File: src/rtl/core/fixed_block_free_stack_allocator_top_macros.svh
// ----------------------------------------------------------------------------
// Assertion macros for the fixed block free stack allocator
// Concurrent checks clocked on clk, disabled while rst_n is low.
// ----------------------------------------------------------------------------
`ifndef FIXED_BLOCK_FREE_STACK_ALLOCATOR_TOP_MACROS_SVH
`define FIXED_BLOCK_FREE_STACK_ALLOCATOR_TOP_MACROS_SVH

`ifndef NO_ASSERTIONS

// plain invariant
`define FBSA_ASSERT(lbl, prop, msg) \
    lbl: assert property (@(posedge clk) disable iff (!rst_n) (prop)) else $error(msg);

// same-cycle implication
`define FBSA_ASSERT_IMPL(lbl, ante, cons, msg) \
    lbl: assert property (@(posedge clk) disable iff (!rst_n) (ante) |-> (cons)) \
        else $error(msg);

`else

`define FBSA_ASSERT(lbl, prop, msg)
`define FBSA_ASSERT_IMPL(lbl, ante, cons, msg)

`endif

`endif

File: src/rtl/core/fbsa_pkg.sv
`timescale 1ns / 1ps
// ----------------------------------------------------------------------------
// fbsa_pkg
// Shared widths, codes and helpers for the free stack allocator.
// ----------------------------------------------------------------------------
package fbsa_pkg;

    localparam int DEF_MAX_BLOCKS       = 1024;
    localparam int DEF_MAX_OBJECT_WORDS = 1024;

    localparam int OFFSET_W   = 20;
    localparam int BYTES_W    = 13;
    localparam int COUNT_W    = 11;
    localparam int STATUS_W   = 2;
    localparam int CFG_IDX_W  = 1;
    localparam int CFG_DATA_W = 13;

    localparam logic [BYTES_W-1:0] RESET_OBJECT_BYTES = 13'd4;

    localparam logic REQ_ALLOC = 1'b0;
    localparam logic REQ_FREE  = 1'b1;

    localparam logic [STATUS_W-1:0] STATUS_OK    = 2'd0;
    localparam logic [STATUS_W-1:0] STATUS_EMPTY = 2'd1;
    localparam logic [STATUS_W-1:0] STATUS_FULL  = 2'd2;

    localparam logic [CFG_IDX_W-1:0] REG_OBJECT_BYTES = 1'd0;
    localparam logic [CFG_IDX_W-1:0] REG_POOL_COUNT   = 1'd1;

    typedef struct packed {
        logic rd_en;
        logic wr_en;
    } mem_ctrl_t;

    typedef struct packed {
        logic busy;
        logic done;
    } div_stat_t;

    // ceil(bytes / 4), at least one, saturated at max_words
    function automatic int words_per_object(logic [BYTES_W-1:0] bytes, int max_words);
        int w;
        w = (int'(bytes) + 3) >> 2;
        if (w == 0)
        begin
            w = 1;
        end
        if (w > max_words)
        begin
            w = max_words;
        end
        return w;
    endfunction

endpackage

File: src/rtl/core/fbsa_div.sv
`timescale 1ns / 1ps
// ----------------------------------------------------------------------------
// fbsa_div
// Iterative restoring divider, two quotient bits per cycle.
// ----------------------------------------------------------------------------
module fbsa_div #(
    parameter int DIVISOR_W = 11
) (
    input  logic                          clk,
    input  logic                          rst_n,
    input  logic                          start,
    input  logic [fbsa_pkg::OFFSET_W-1:0] dividend,
    input  logic [DIVISOR_W-1:0]          divisor,
    output logic [fbsa_pkg::OFFSET_W-1:0] quotient,
    output fbsa_pkg::div_stat_t           stat
);

    localparam int STEPS = (fbsa_pkg::OFFSET_W + 1) / 2;
    localparam int PAD_W = 2 * STEPS;
    localparam int CNT_W = $clog2(STEPS + 1);

    logic [PAD_W-1:0]     q_reg;
    logic [DIVISOR_W:0]   r_reg;
    logic [DIVISOR_W-1:0] d_reg;
    logic [CNT_W-1:0]     cnt_reg;
    logic                 busy_reg;
    logic                 done_reg;

    logic [PAD_W-1:0]     q_next;
    logic [DIVISOR_W:0]   r_next;

    // two restoring steps per cycle
    always_comb
    begin
        r_next = r_reg;
        q_next = q_reg;
        for (int i = 0; i < 2; i++)
        begin
            r_next = {r_next[DIVISOR_W-1:0], q_next[PAD_W-1]};
            q_next = {q_next[PAD_W-2:0], 1'b0};
            if (r_next >= {1'b0, d_reg})
            begin
                r_next    = r_next - {1'b0, d_reg};
                q_next[0] = 1'b1;
            end
        end
    end

    always_ff @(posedge clk or negedge rst_n)
    begin
        if (!rst_n)
        begin
            cnt_reg  <= '0;
            busy_reg <= 1'b0;
            done_reg <= 1'b0;
        end
        else if (start)
        begin
            cnt_reg  <= CNT_W'(STEPS);
            busy_reg <= 1'b1;
            done_reg <= 1'b0;
        end
        else if (busy_reg)
        begin
            cnt_reg <= cnt_reg - 1'b1;
            if (cnt_reg == CNT_W'(1))
            begin
                busy_reg <= 1'b0;
                done_reg <= 1'b1;
            end
        end
        else
        begin
            done_reg <= 1'b0;
        end
    end

    always_ff @(posedge clk)
    begin
        if (start)
        begin
            q_reg <= PAD_W'(dividend);
            r_reg <= '0;
            d_reg <= divisor;
        end
        else if (busy_reg)
        begin
            q_reg <= q_next;
            r_reg <= r_next;
        end
    end

    assign quotient  = q_reg[fbsa_pkg::OFFSET_W-1:0];
    assign stat.busy = busy_reg;
    assign stat.done = done_reg;

endmodule

File: config.mk
export PLATFORM = sky130hd
export DESIGN_NAME = fbsa_div
export DESIGN_NICKNAME = d
export VERILOG_FILES = /design/src/rtl/core/fixed_block_free_stack_allocator_top_macros.svh /design/src/rtl/core/fbsa_pkg.sv /design/src/rtl/core/fbsa_div.sv
export SDC_FILE = /design/constraint.sdc
export NUM_CORES = 1
export LEC_CHECK = 0
export ABC_AREA = 1
export BUFFER_PORTS_ARGS = -buffer_cell sky130_fd_sc_hd__buf_4
export CORE_MARGIN = 2
export CORE_UTILIZATION = 35
export CTS_CLUSTER_DIAMETER = 30
export CTS_CLUSTER_SIZE = 12
export DETAILED_ROUTE_END_ITERATION = 8
export GPL_ROUTABILITY_DRIVEN = 0
export SLEW_MARGIN = 20
export SYNTH_ARGS = -nofsm -noshare
export SYNTH_HDL_FRONTEND = slang
export SYNTH_SLANG_ARGS = --single-unit
File: constraint.sdc
create_clock -name clk -period 4.5 [get_ports clk]
set_input_delay 0.9 -clock clk [delete_from_list [all_inputs] [get_ports clk]]
set_output_delay 0.9 -clock clk [all_outputs]
set_load 0.03 [all_outputs]
==> impl_metrics.sql, run 1 <==
INSERT INTO impl_metrics (metric_group, metric, value, unit) VALUES
('drt', 'postRouteAntennaNets', '0', ''),
('cts', 'post_cts_resized', '0', ''),
('sta', 'slew-limit-headroom', '37.9', '%'),
('cells_and_area', 'layout.nets', '580', ''),
('power_and_ir_drop', 'ir_drop', '0.000359', 'V'),
('die', 'io_pins', '56', ''),
('cts', 'cts.htree.levels', '2', ''),
('drt', 'wirelength', '8250', 'um'),
('grt', 'global_route.usage.total', '17.2', '%'),
('logic_synthesis', 'post_synth_inst_count', '474', ''),
('logic_synthesis', 'yosys_warnings', '0', ''),
('logic_synthesis', 'synth_area_per_cell', '7.30', 'sq um'),
('grt', 'grt_pass1_wl', '14400', 'um'),
('cts', 'worstSkewPairLatency', '0.31', 'ns'),
('cts', 'post_cts_hold_buffer_count', '0', ''),
('sta', 'worst_pin_slew', '0.929', 'ns'),
('drt', 'drt_pre_antenna_iters', '5', ''),
('drt', 'drt_iter0_drc', '150', ''),
('setup_path', 'crit_path_end_kind', 'register', ''),
('die', 'placement_rows', '36', ''),
('setup_path', 'r2r_slack', '0.64', 'ns'),
('logic_synthesis', 'yosysUniqueCellTypes', '36', ''),
('sta', 'final.setup.tns', '0', 'ns'),
('grt', 'first_global_vias', '3064', ''),
('sta', 'finalMaxSlewViolations', '0', ''),
('logic_synthesis', 'synthesis.nets', '534', ''),
('grt', 'grt.overflow.total', '0', ''),
('power_and_ir_drop', 'total_leakage_power', '2.15', 'nW'),
('power_and_ir_drop', 'power.density', '704', 'mW/mm^2'),
('logic_synthesis', 'syn-cell-area', '0.00346', 'sq mm'),
('setup_path', 'worstSetupPathType', 'register to register', ''),
('setup_path', 'worstPathMaxFanout', '13', ''),
('sta', 'number_of_endpoints_failing_setup_at_the_final_stage', '0', ''),
('sta', 'timing.final.crit_period', '3.86', 'ns'),
('place', 'hpwlAfterDp', '6530', 'um'),
('die', 'die_w', '103', 'um'),
('place', 'dp_worst_setup_slack', '0.693', 'ns'),
('run_status', 'status', 'finished clean', ''),
('setup_path', 'timing.critical_path.arrival', '3.88', 'ns'),
('logic_synthesis', 'post_synth_main_area_contributors', 'sky130_fd_sc_hd__edfxtp_1 27%, sky130_fd_sc_hd__nand2_1 19%, sky130_fd_sc_hd__ha_1 8.7%, sky130_fd_sc_hd__inv_1 8.2%, sky130_fd_sc_hd__dfxtp_1 6.4%', ''),
('setup_path', 'reg2reg_from', 'quotient[19]$_DFFE_PP_', ''),
('cts', 'cts.clk_slew.worst_paths', '0.09', 'ns'),
('sta', 'finalWorstSetupSlack', '0.644', 'ns'),
('cts', 'numCtsBuffers', '5', ''),
('cells_and_area', 'antennaDiodeCount', '0', ''),
('grt', 'grt_antenna_before_repair', '0', ''),
('drt', 'avgRoutedWirePerCell', '12.6', 'um'),
('cells_and_area', 'area_growth', '17.4', '%'),
('cts', 'clockRootBuffer', 'sky130_fd_sc_hd__clkbuf_8', ''),
('die', 'placeableCoreArea', '0.00968', 'sq mm'),
('drt', 'number_of_remaining_drc_errors', '0', ''),
('setup_path', 'ff2ff_path_depth', '22', ''),
('worst_hold_path', 'path_type_of_the_worst_min_delay_path', 'primary input to async pin', ''),
('logic_synthesis', 'yosys_register_bits', '48', ''),
('die', 'fp.dieArea', '0.0107', 'sq mm'),
('cells_and_area', 'max_ffs_per_register', '20', ''),
('cts', 'cts_max_path_buffers', '2', ''),
('setup_path', 'reg2reg_to', 'quotient[0]$_DFFE_PP_', ''),
('flow_run', 'cap_violations', '0', ''),
('drt', 'route.vias.total', '3071', ''),
('cells_and_area', 'final_layout_size_suffix_gt1_share', '14.4', '%'),
('sta', 'final_hold_violation_count', '0', ''),
('logic_synthesis', 'yosysTopAreaCell', 'sky130_fd_sc_hd__edfxtp_1', ''),
('setup_path', 'critical_path_rt', '4.52', 'ns'),
('sta', 'unrepaired_setup_endpoints_after_global_routing', 'false', ''),
('sta', 'finClkSkew', '0.00688', 'ns'),
('logic_synthesis', 'yosysSeqAreaShare', '37.6', '%'),
('setup_path', 'worstSetupStartpointType', 'register', ''),
('cts', 'cts_tree', 'yes', ''),
('die', 'initial_utilization', '35.7', '%'),
('drt', 'avgViaCountPerCell', '4.70', ''),
('grt', 'grt_start_max_net_pins', '34', ''),
('power_and_ir_drop', 'p_total', '2.86', 'mW'),
('sta', 'max_freq', '0.259', 'GHz'),
('place', 'port-buffer-count', '55', ''),
('cts', 'numClockSinks', '48', ''),
('die', 'fp.dieH', '103', 'um'),
('sta', 'layout_worst_path_cycle_share', '85.7', '%'),
('cts', 'cts_post_setup_buffers_inserted', '0', ''),
('logic_synthesis', 'post_synth_top_area_share', '26.9', '%');
critical path: stages (launching register included):
cell and delay [ns]:
sky130_fd_sc_hd__edfxtp_1 0.36, sky130_fd_sc_hd__inv_1 0.07, sky130_fd_sc_hd__ha_1 0.24, sky130_fd_sc_hd__fa_1 0.39, sky130_fd_sc_hd__inv_1 0.12, sky130_fd_sc_hd__nand2_1 0.07, sky130_fd_sc_hd__nand2_2 0.07, sky130_fd_sc_hd__nand2_2 0.05
sky130_fd_sc_hd__nand2_1 0.07, sky130_fd_sc_hd__nand3_2 0.22, sky130_fd_sc_hd__nand3_4 0.25, sky130_fd_sc_hd__o21ai_1 0.11, sky130_fd_sc_hd__nand2_1 0.11, sky130_fd_sc_hd__inv_1 0.06, sky130_fd_sc_hd__ha_1 0.32, sky130_fd_sc_hd__inv_1 0.09
sky130_fd_sc_hd__o21ai_0 0.10, sky130_fd_sc_hd__a21oi_1 0.15, sky130_fd_sc_hd__nand3_1 0.12, sky130_fd_sc_hd__nand2_1 0.11, sky130_fd_sc_hd__inv_1 0.07, sky130_fd_sc_hd__a21oi_4 0.26, sky130_fd_sc_hd__a31oi_1 0.14
cells by family (layout without fill, tap and decap cells):
family                   after synthesis  count (layout)  synth area share (%)
AND/OR/NAND/NOR                      266             266                  33.0
buffers and inverters                 93             140                  11.2
flip-flops                            48              48                  37.6
AO/OA/AOI/OAI                         29              29                  5.24
adder cells (fa/ha/maj)               26              26                  9.83
XOR/XNOR                              12              12                  3.04
how the worst max path moves through the flow:
| stage | cells past startpoint | startpoint | end |
|---|---|---|---|
| 3_5_place_dp | 22 | quotient[19]$_DFFE_PP_ | quotient[0]$_DFFE_PP_ |
| 2_1_floorplan | 26 | quotient[19]$_DFFE_PP_ | quotient[0]$_DFFE_PP_ |
| 3_3_place_gp | 22 | quotient[19]$_DFFE_PP_ | quotient[0]$_DFFE_PP_ |
| 6_report | 22 | quotient[19]$_DFFE_PP_ | quotient[0]$_DFFE_PP_ |
| 4_1_cts | 22 | quotient[19]$_DFFE_PP_ | quotient[0]$_DFFE_PP_ |
| 5_1_grt | 24 | quotient[19]$_DFFE_PP_ | r_reg[0]$_SDFFE_PP0P_ |
final cells by class:
type                    instances  area (sq um)
clock buffers                   6          82.6
clock inverters                 2          38.8
fillers                       994          5620
inverters                      77           289
multi-input cells             333          1770
flip-flops and latches         48          1300
well taps                     133           166
repair buffers                 55           413
stage by stage:
stage | hold slack (ns) | cells | area [sq um] | util, %
final | 0.378 | 654 | 4060 | 41.9
after global routing | 0.366 | 654 | 4060 | 41.9
after CTS | 0.369 | 654 | 4060 | 41.9
after detailed placement | 0.468 | 646 | 3940 | 40.7
after global placement | 0.471 | 646 | 3940 | 40.7
after floorplan | 0.447 | 474 | 3460 | -
synth_stat cells:
cell / n
sky130_fd_sc_hd__clkbuf_1: 5
sky130_fd_sc_hd__a21oi_4: 1
sky130_fd_sc_hd__buf_2: 5
sky130_fd_sc_hd__inv_1: 76
sky130_fd_sc_hd__inv_2: 1
sky130_fd_sc_hd__or2_0: 1
sky130_fd_sc_hd__edfxtp_1: 31
sky130_fd_sc_hd__dfxtp_1: 11
sky130_fd_sc_hd__nand4_1: 14
sky130_fd_sc_hd__xnor2_1: 3
sky130_fd_sc_hd__o21ai_1: 4
sky130_fd_sc_hd__nor4_1: 1
sky130_fd_sc_hd__o21ai_0: 5
sky130_fd_sc_hd__fa_1: 2
sky130_fd_sc_hd__nand3_1: 36
sky130_fd_sc_hd__o21bai_1: 2
sky130_fd_sc_hd__nand3_2: 2
sky130_fd_sc_hd__nand3b_1: 2
sky130_fd_sc_hd__buf_4: 3
sky130_fd_sc_hd__a22oi_1: 1
sky130_fd_sc_hd__a21oi_2: 1
sky130_fd_sc_hd__nand3_4: 1
sky130_fd_sc_hd__a21boi_0: 2
sky130_fd_sc_hd__nor2_1: 25
sky130_fd_sc_hd__dfrtp_1: 6
sky130_fd_sc_hd__a31o_2: 1
sky130_fd_sc_hd__nand2_2: 4
sky130_fd_sc_hd__a21oi_1: 9
sky130_fd_sc_hd__nand2_1: 176
sky130_fd_sc_hd__ha_1: 24
sky130_fd_sc_hd__nor3_1: 3
sky130_fd_sc_hd__nor3_4: 1
sky130_fd_sc_hd__a31oi_1: 2
sky130_fd_sc_hd__xor2_1: 9
sky130_fd_sc_hd__a21o_1: 1
sky130_fd_sc_hd__buf_6: 3
metal layers:
layer,wire length (um),track usage (%)
met1,3700,22.7
met2,3850,27.9
met3,528,4.10
met4,172,5.77
met5,0,0
report_power, final:
part           internal (mW)  switching [mW]  total, mW
combinational          0.687            1.21       1.90
sequential             0.568          0.0623      0.630
clock                  0.182           0.151      0.333
placed cells by master (no fill, tap or decap), drive strengths merged:
cell type	instances
nand3	39
nand4	14
clkbuf	6
dfrtp	6
or2	1
a31o	1
xnor2	3
inv	77
o21bai	2
buf	55
a31oi	2
a22oi	1
nand2	180
nor4	1
nand3b	2
a21boi	2
xor2	9
bufinv	1
clkinv	1
ha	24
a21o	1
o21ai	9
nor2	25
edfxtp	31
a21oi	11
fa	2
dfxtp	11
nor3	4
(Power assumes the default switching activity.)
==> inputs of run 2 (changes only) <==
- BUFFER_PORTS_ARGS: -buffer_cell sky130_fd_sc_hd__buf_4 -> -buffer_cell sky130_fd_sc_hd__buf_2
==> run 2 against run 1 <==
Against the previous run: final cell count increased by 0.15%; global-route usage shrank 1.1 points; die area unchanged; via count decreased by 0.78%; combinational power down 2%; first-iteration DRC count grew 7.3%; setup slack about the same; clock-buffer cell count did not move; non-clock buffer count increased by 1; core utilization fell by 1.5 points; flip-flop and latch count unchanged; critical path type unchanged.
==> impl_metrics.sql, run 2 (same netlist as run 1, synthesis figures left out) <==
INSERT INTO impl_metrics (metric_group, metric, value, unit) VALUES
('die', 'io_pins', '56', ''),
('sta', 'layout_worst_path_cycle_share', '85.7', '%'),
('drt', 'postRouteAntennaNets', '0', ''),
('drt', 'drt_pre_antenna_iters', '4', ''),
('cts', 'cts.clk_slew.worst_paths', '0.10', 'ns'),
('drt', 'avgViaCountPerCell', '4.65', ''),
('grt', 'grt_pass1_wl', '13600', 'um'),
('setup_path', 'sequence_of_cells_on_the_critical_path', 'ha_1, fa_1, inv_1, nand2_1, nand2_2, nand2_2, nand2_1, nand3_2, nand3_4, o21ai_1, nand2_1, inv_1, ha_1, inv_1, o21ai_0, a21oi_1, nand3_1, nand2_1, inv_1, a21oi_4, a31oi_1', ''),
('run_status', 'status', 'finished clean', ''),
('sta', 'finClkSkew', '0.0103', 'ns'),
('sta', 'finalMaxSlewViolations', '0', ''),
('setup_path', 'cp-startpoint', 'd_reg[0]$_DFFE_PP_', ''),
('cells_and_area', 'antennaDiodeCount', '0', ''),
('place', 'port-buffer-count', '55', ''),
('sta', 'max_freq', '0.259', 'GHz'),
('flow_run', 'cap_violations', '0', ''),
('setup_path', 'reg2reg_to', 'quotient[0]$_DFFE_PP_', ''),
('setup_path', 'worstPathMaxFanout', '13', ''),
('grt', 'grt.overflow.total', '0', ''),
('drt', 'wirelength', '8060', 'um'),
('cts', 'clockRootBuffer', 'sky130_fd_sc_hd__clkbuf_8', ''),
('cells_and_area', 'area_growth', '13.3', '%'),
('sta', 'number_of_endpoints_failing_setup_at_the_final_stage', '0', ''),
('setup_path', 'critical_path_rt', '4.53', 'ns'),
('cells_and_area', 'max_ffs_per_register', '20', ''),
('drt', 'avgRoutedWirePerCell', '12.3', 'um'),
('setup_path', 'worstSetupPathType', 'register to register', ''),
('setup_path', 'crit_end', 'quotient[0]$_DFFE_PP_', ''),
('setup_path', 'reg2reg_from', 'd_reg[0]$_DFFE_PP_', ''),
('sta', 'slew-limit-headroom', '36.2', '%'),
('cts', 'worstSkewPairLatency', '0.31', 'ns'),
('die', 'placeableCoreArea', '0.00968', 'sq mm'),
('setup_path', 'crit_path_end_kind', 'register', ''),
('sta', 'worst_pin_slew', '0.954', 'ns'),
('setup_path', 'cpPeakStageDelay', '0.43', 'ns'),
('cells_and_area', 'commonest_non_fill_non_tap_cells_in_the_layout', '176 x sky130_fd_sc_hd__nand2_1, 76 x sky130_fd_sc_hd__inv_1, 55 x sky130_fd_sc_hd__buf_2', ''),
('cts', 'numCtsBuffers', '5', ''),
('setup_path', 'worstSetupStartpointType', 'register', ''),
('cells_and_area', 'layout.cells.most_common', 'sky130_fd_sc_hd__nand2_1', ''),
('sta', 'timing.final.crit_period', '3.86', 'ns'),
('grt', 'global_route.usage.total', '16.1', '%'),
('drt', 'number_of_remaining_drc_errors', '0', ''),
('cts', 'cts.htree.levels', '2', ''),
('die', 'placement_rows', '36', ''),
('setup_path', 'r2r_slack', '0.64', 'ns'),
('die', 'fp.dieArea', '0.0107', 'sq mm'),
('die', 'die_w', '103', 'um'),
('cts', 'numClockSinks', '48', ''),
('die', 'fp.dieH', '103', 'um'),
('sta', 'fin_hold_ws', '0.388', 'ns'),
('cts', 'post_cts_hold_buffer_count', '0', ''),
('sta', 'final_hold_violation_count', '0', ''),
('grt', 'grt_antenna_before_repair', '0', ''),
('setup_path', 'slowest_stage', 'sky130_fd_sc_hd__edfxtp_1', ''),
('cts', 'cts_max_path_buffers', '2', ''),
('power_and_ir_drop', 'ir_drop', '0.000297', 'V'),
('cts', 'cts_tree', 'yes', ''),
('drt', 'route.vias.total', '3047', ''),
('grt', 'first_global_vias', '2931', ''),
('power_and_ir_drop', 'p_total', '2.80', 'mW'),
('sta', 'final.setup.tns', '0', 'ns'),
('cells_and_area', 'nFillCells', '984', ''),
('worst_hold_path', 'path_type_of_the_worst_min_delay_path', 'primary input to async pin', ''),
('grt', 'grt_start_max_net_pins', '34', ''),
('cts', 'post_cts_resized', '0', ''),
('cts', 'cts_post_setup_buffers_inserted', '0', ''),
('setup_path', 'timing.critical_path.arrival', '3.89', 'ns'),
('place', 'hpwlAfterDp', '6360', 'um'),
('cells_and_area', 'layout.nets', '581', ''),
('drt', 'drt_iter0_drc', '161', ''),
('power_and_ir_drop', 'total_leakage_power', '2.11', 'nW'),
('sta', 'unrepaired_setup_endpoints_after_global_routing', 'false', ''),
('power_and_ir_drop', 'power.density', '714', 'mW/mm^2'),
('cells_and_area', 'final_layout_size_suffix_gt1_share', '14.6', '%'),
('die', 'initial_utilization', '35.7', '%'),
('setup_path', 'ff2ff_path_depth', '21', '');
==> run 2: area by class of cell <==
cell class	count	area (sq um)	share of cell area, %
multi-input cells	333	1770	45.2
flip-flops and latches	48	1300	33.2
inverters	77	289	7.37
repair buffers	56	283	7.21
well taps	133	166	4.25
clock buffers	6	93.8	2.39
clock inverters	2	16.3	0.415
==> run 2: power breakdown <==
part	switching [mW]	leakage [nW]	internal, mW
combinational	1.20	1.57	0.664
sequential	0.0632	0.487	0.568
clock	0.162	0.0530	0.145
==> run 2: stage by stage <==
step           util (%)  std cells  worst slack [ns]  instance area [sq um]
2_1_floorplan         -        474              1.01                   3460
3_3_place_gp       39.3        647             0.786                   3810
3_5_place_dp       39.3        647             0.707                   3810
4_1_cts            40.5        655             0.678                   3920
5_1_grt            40.5        655             0.268                   3920
6_report           40.5        655             0.644                   3920
==> run 2: worst min-delay path by stage <==
| stage | slack, ns | startpoint | cells past startpoint | endpoint |
|---|---|---|---|---|
| after global placement | 0.47 | r_reg[1]$_SDFFE_PP0P_ | 2 | r_reg[1]$_SDFFE_PP0P_ |
| after CTS | 0.40 | rst_n | 1 | done_reg$_DFFE_PN0P_ |
| after floorplan | 0.45 | r_reg[0]$_SDFFE_PP0P_ | 2 | r_reg[0]$_SDFFE_PP0P_ |
| after global routing | 0.40 | rst_n | 1 | done_reg$_DFFE_PN0P_ |
| final | 0.39 | rst_n | 1 | cnt_reg[1]$_DFFE_PN0P_ |
| after detailed placement | 0.47 | r_reg[8]$_SDFFE_PP0P_ | 2 | r_reg[8]$_SDFFE_PP0P_ |
==> run 2: layer usage <==
| metal | routed length, um | part of all wire [%] | vias up | global-route usage [%] |
|---|---|---|---|---|
| li1 | - | - | 1597 | - |
| met1 | 3790 | 47 | 1388 | 22.0 |
| met2 | 3810 | 47 | 58 | 27.1 |
| met3 | 399 | 5.0 | 4 | 2.42 |
| met4 | 59 | 0.73 | 0 | 3.74 |
| met5 | 0 | 0 | - | 0 |
==> run 2: worst max-delay path: cells and delay by family (launching register included) <==
family	cells	cell delay [ns]
buffers and inverters	4	0.34
adder cells (fa/ha/maj)	3	0.97
flip-flops	1	0.43
AO/OA/AOI/OAI	5	0.77
AND/OR/NAND/NOR	9	1.07
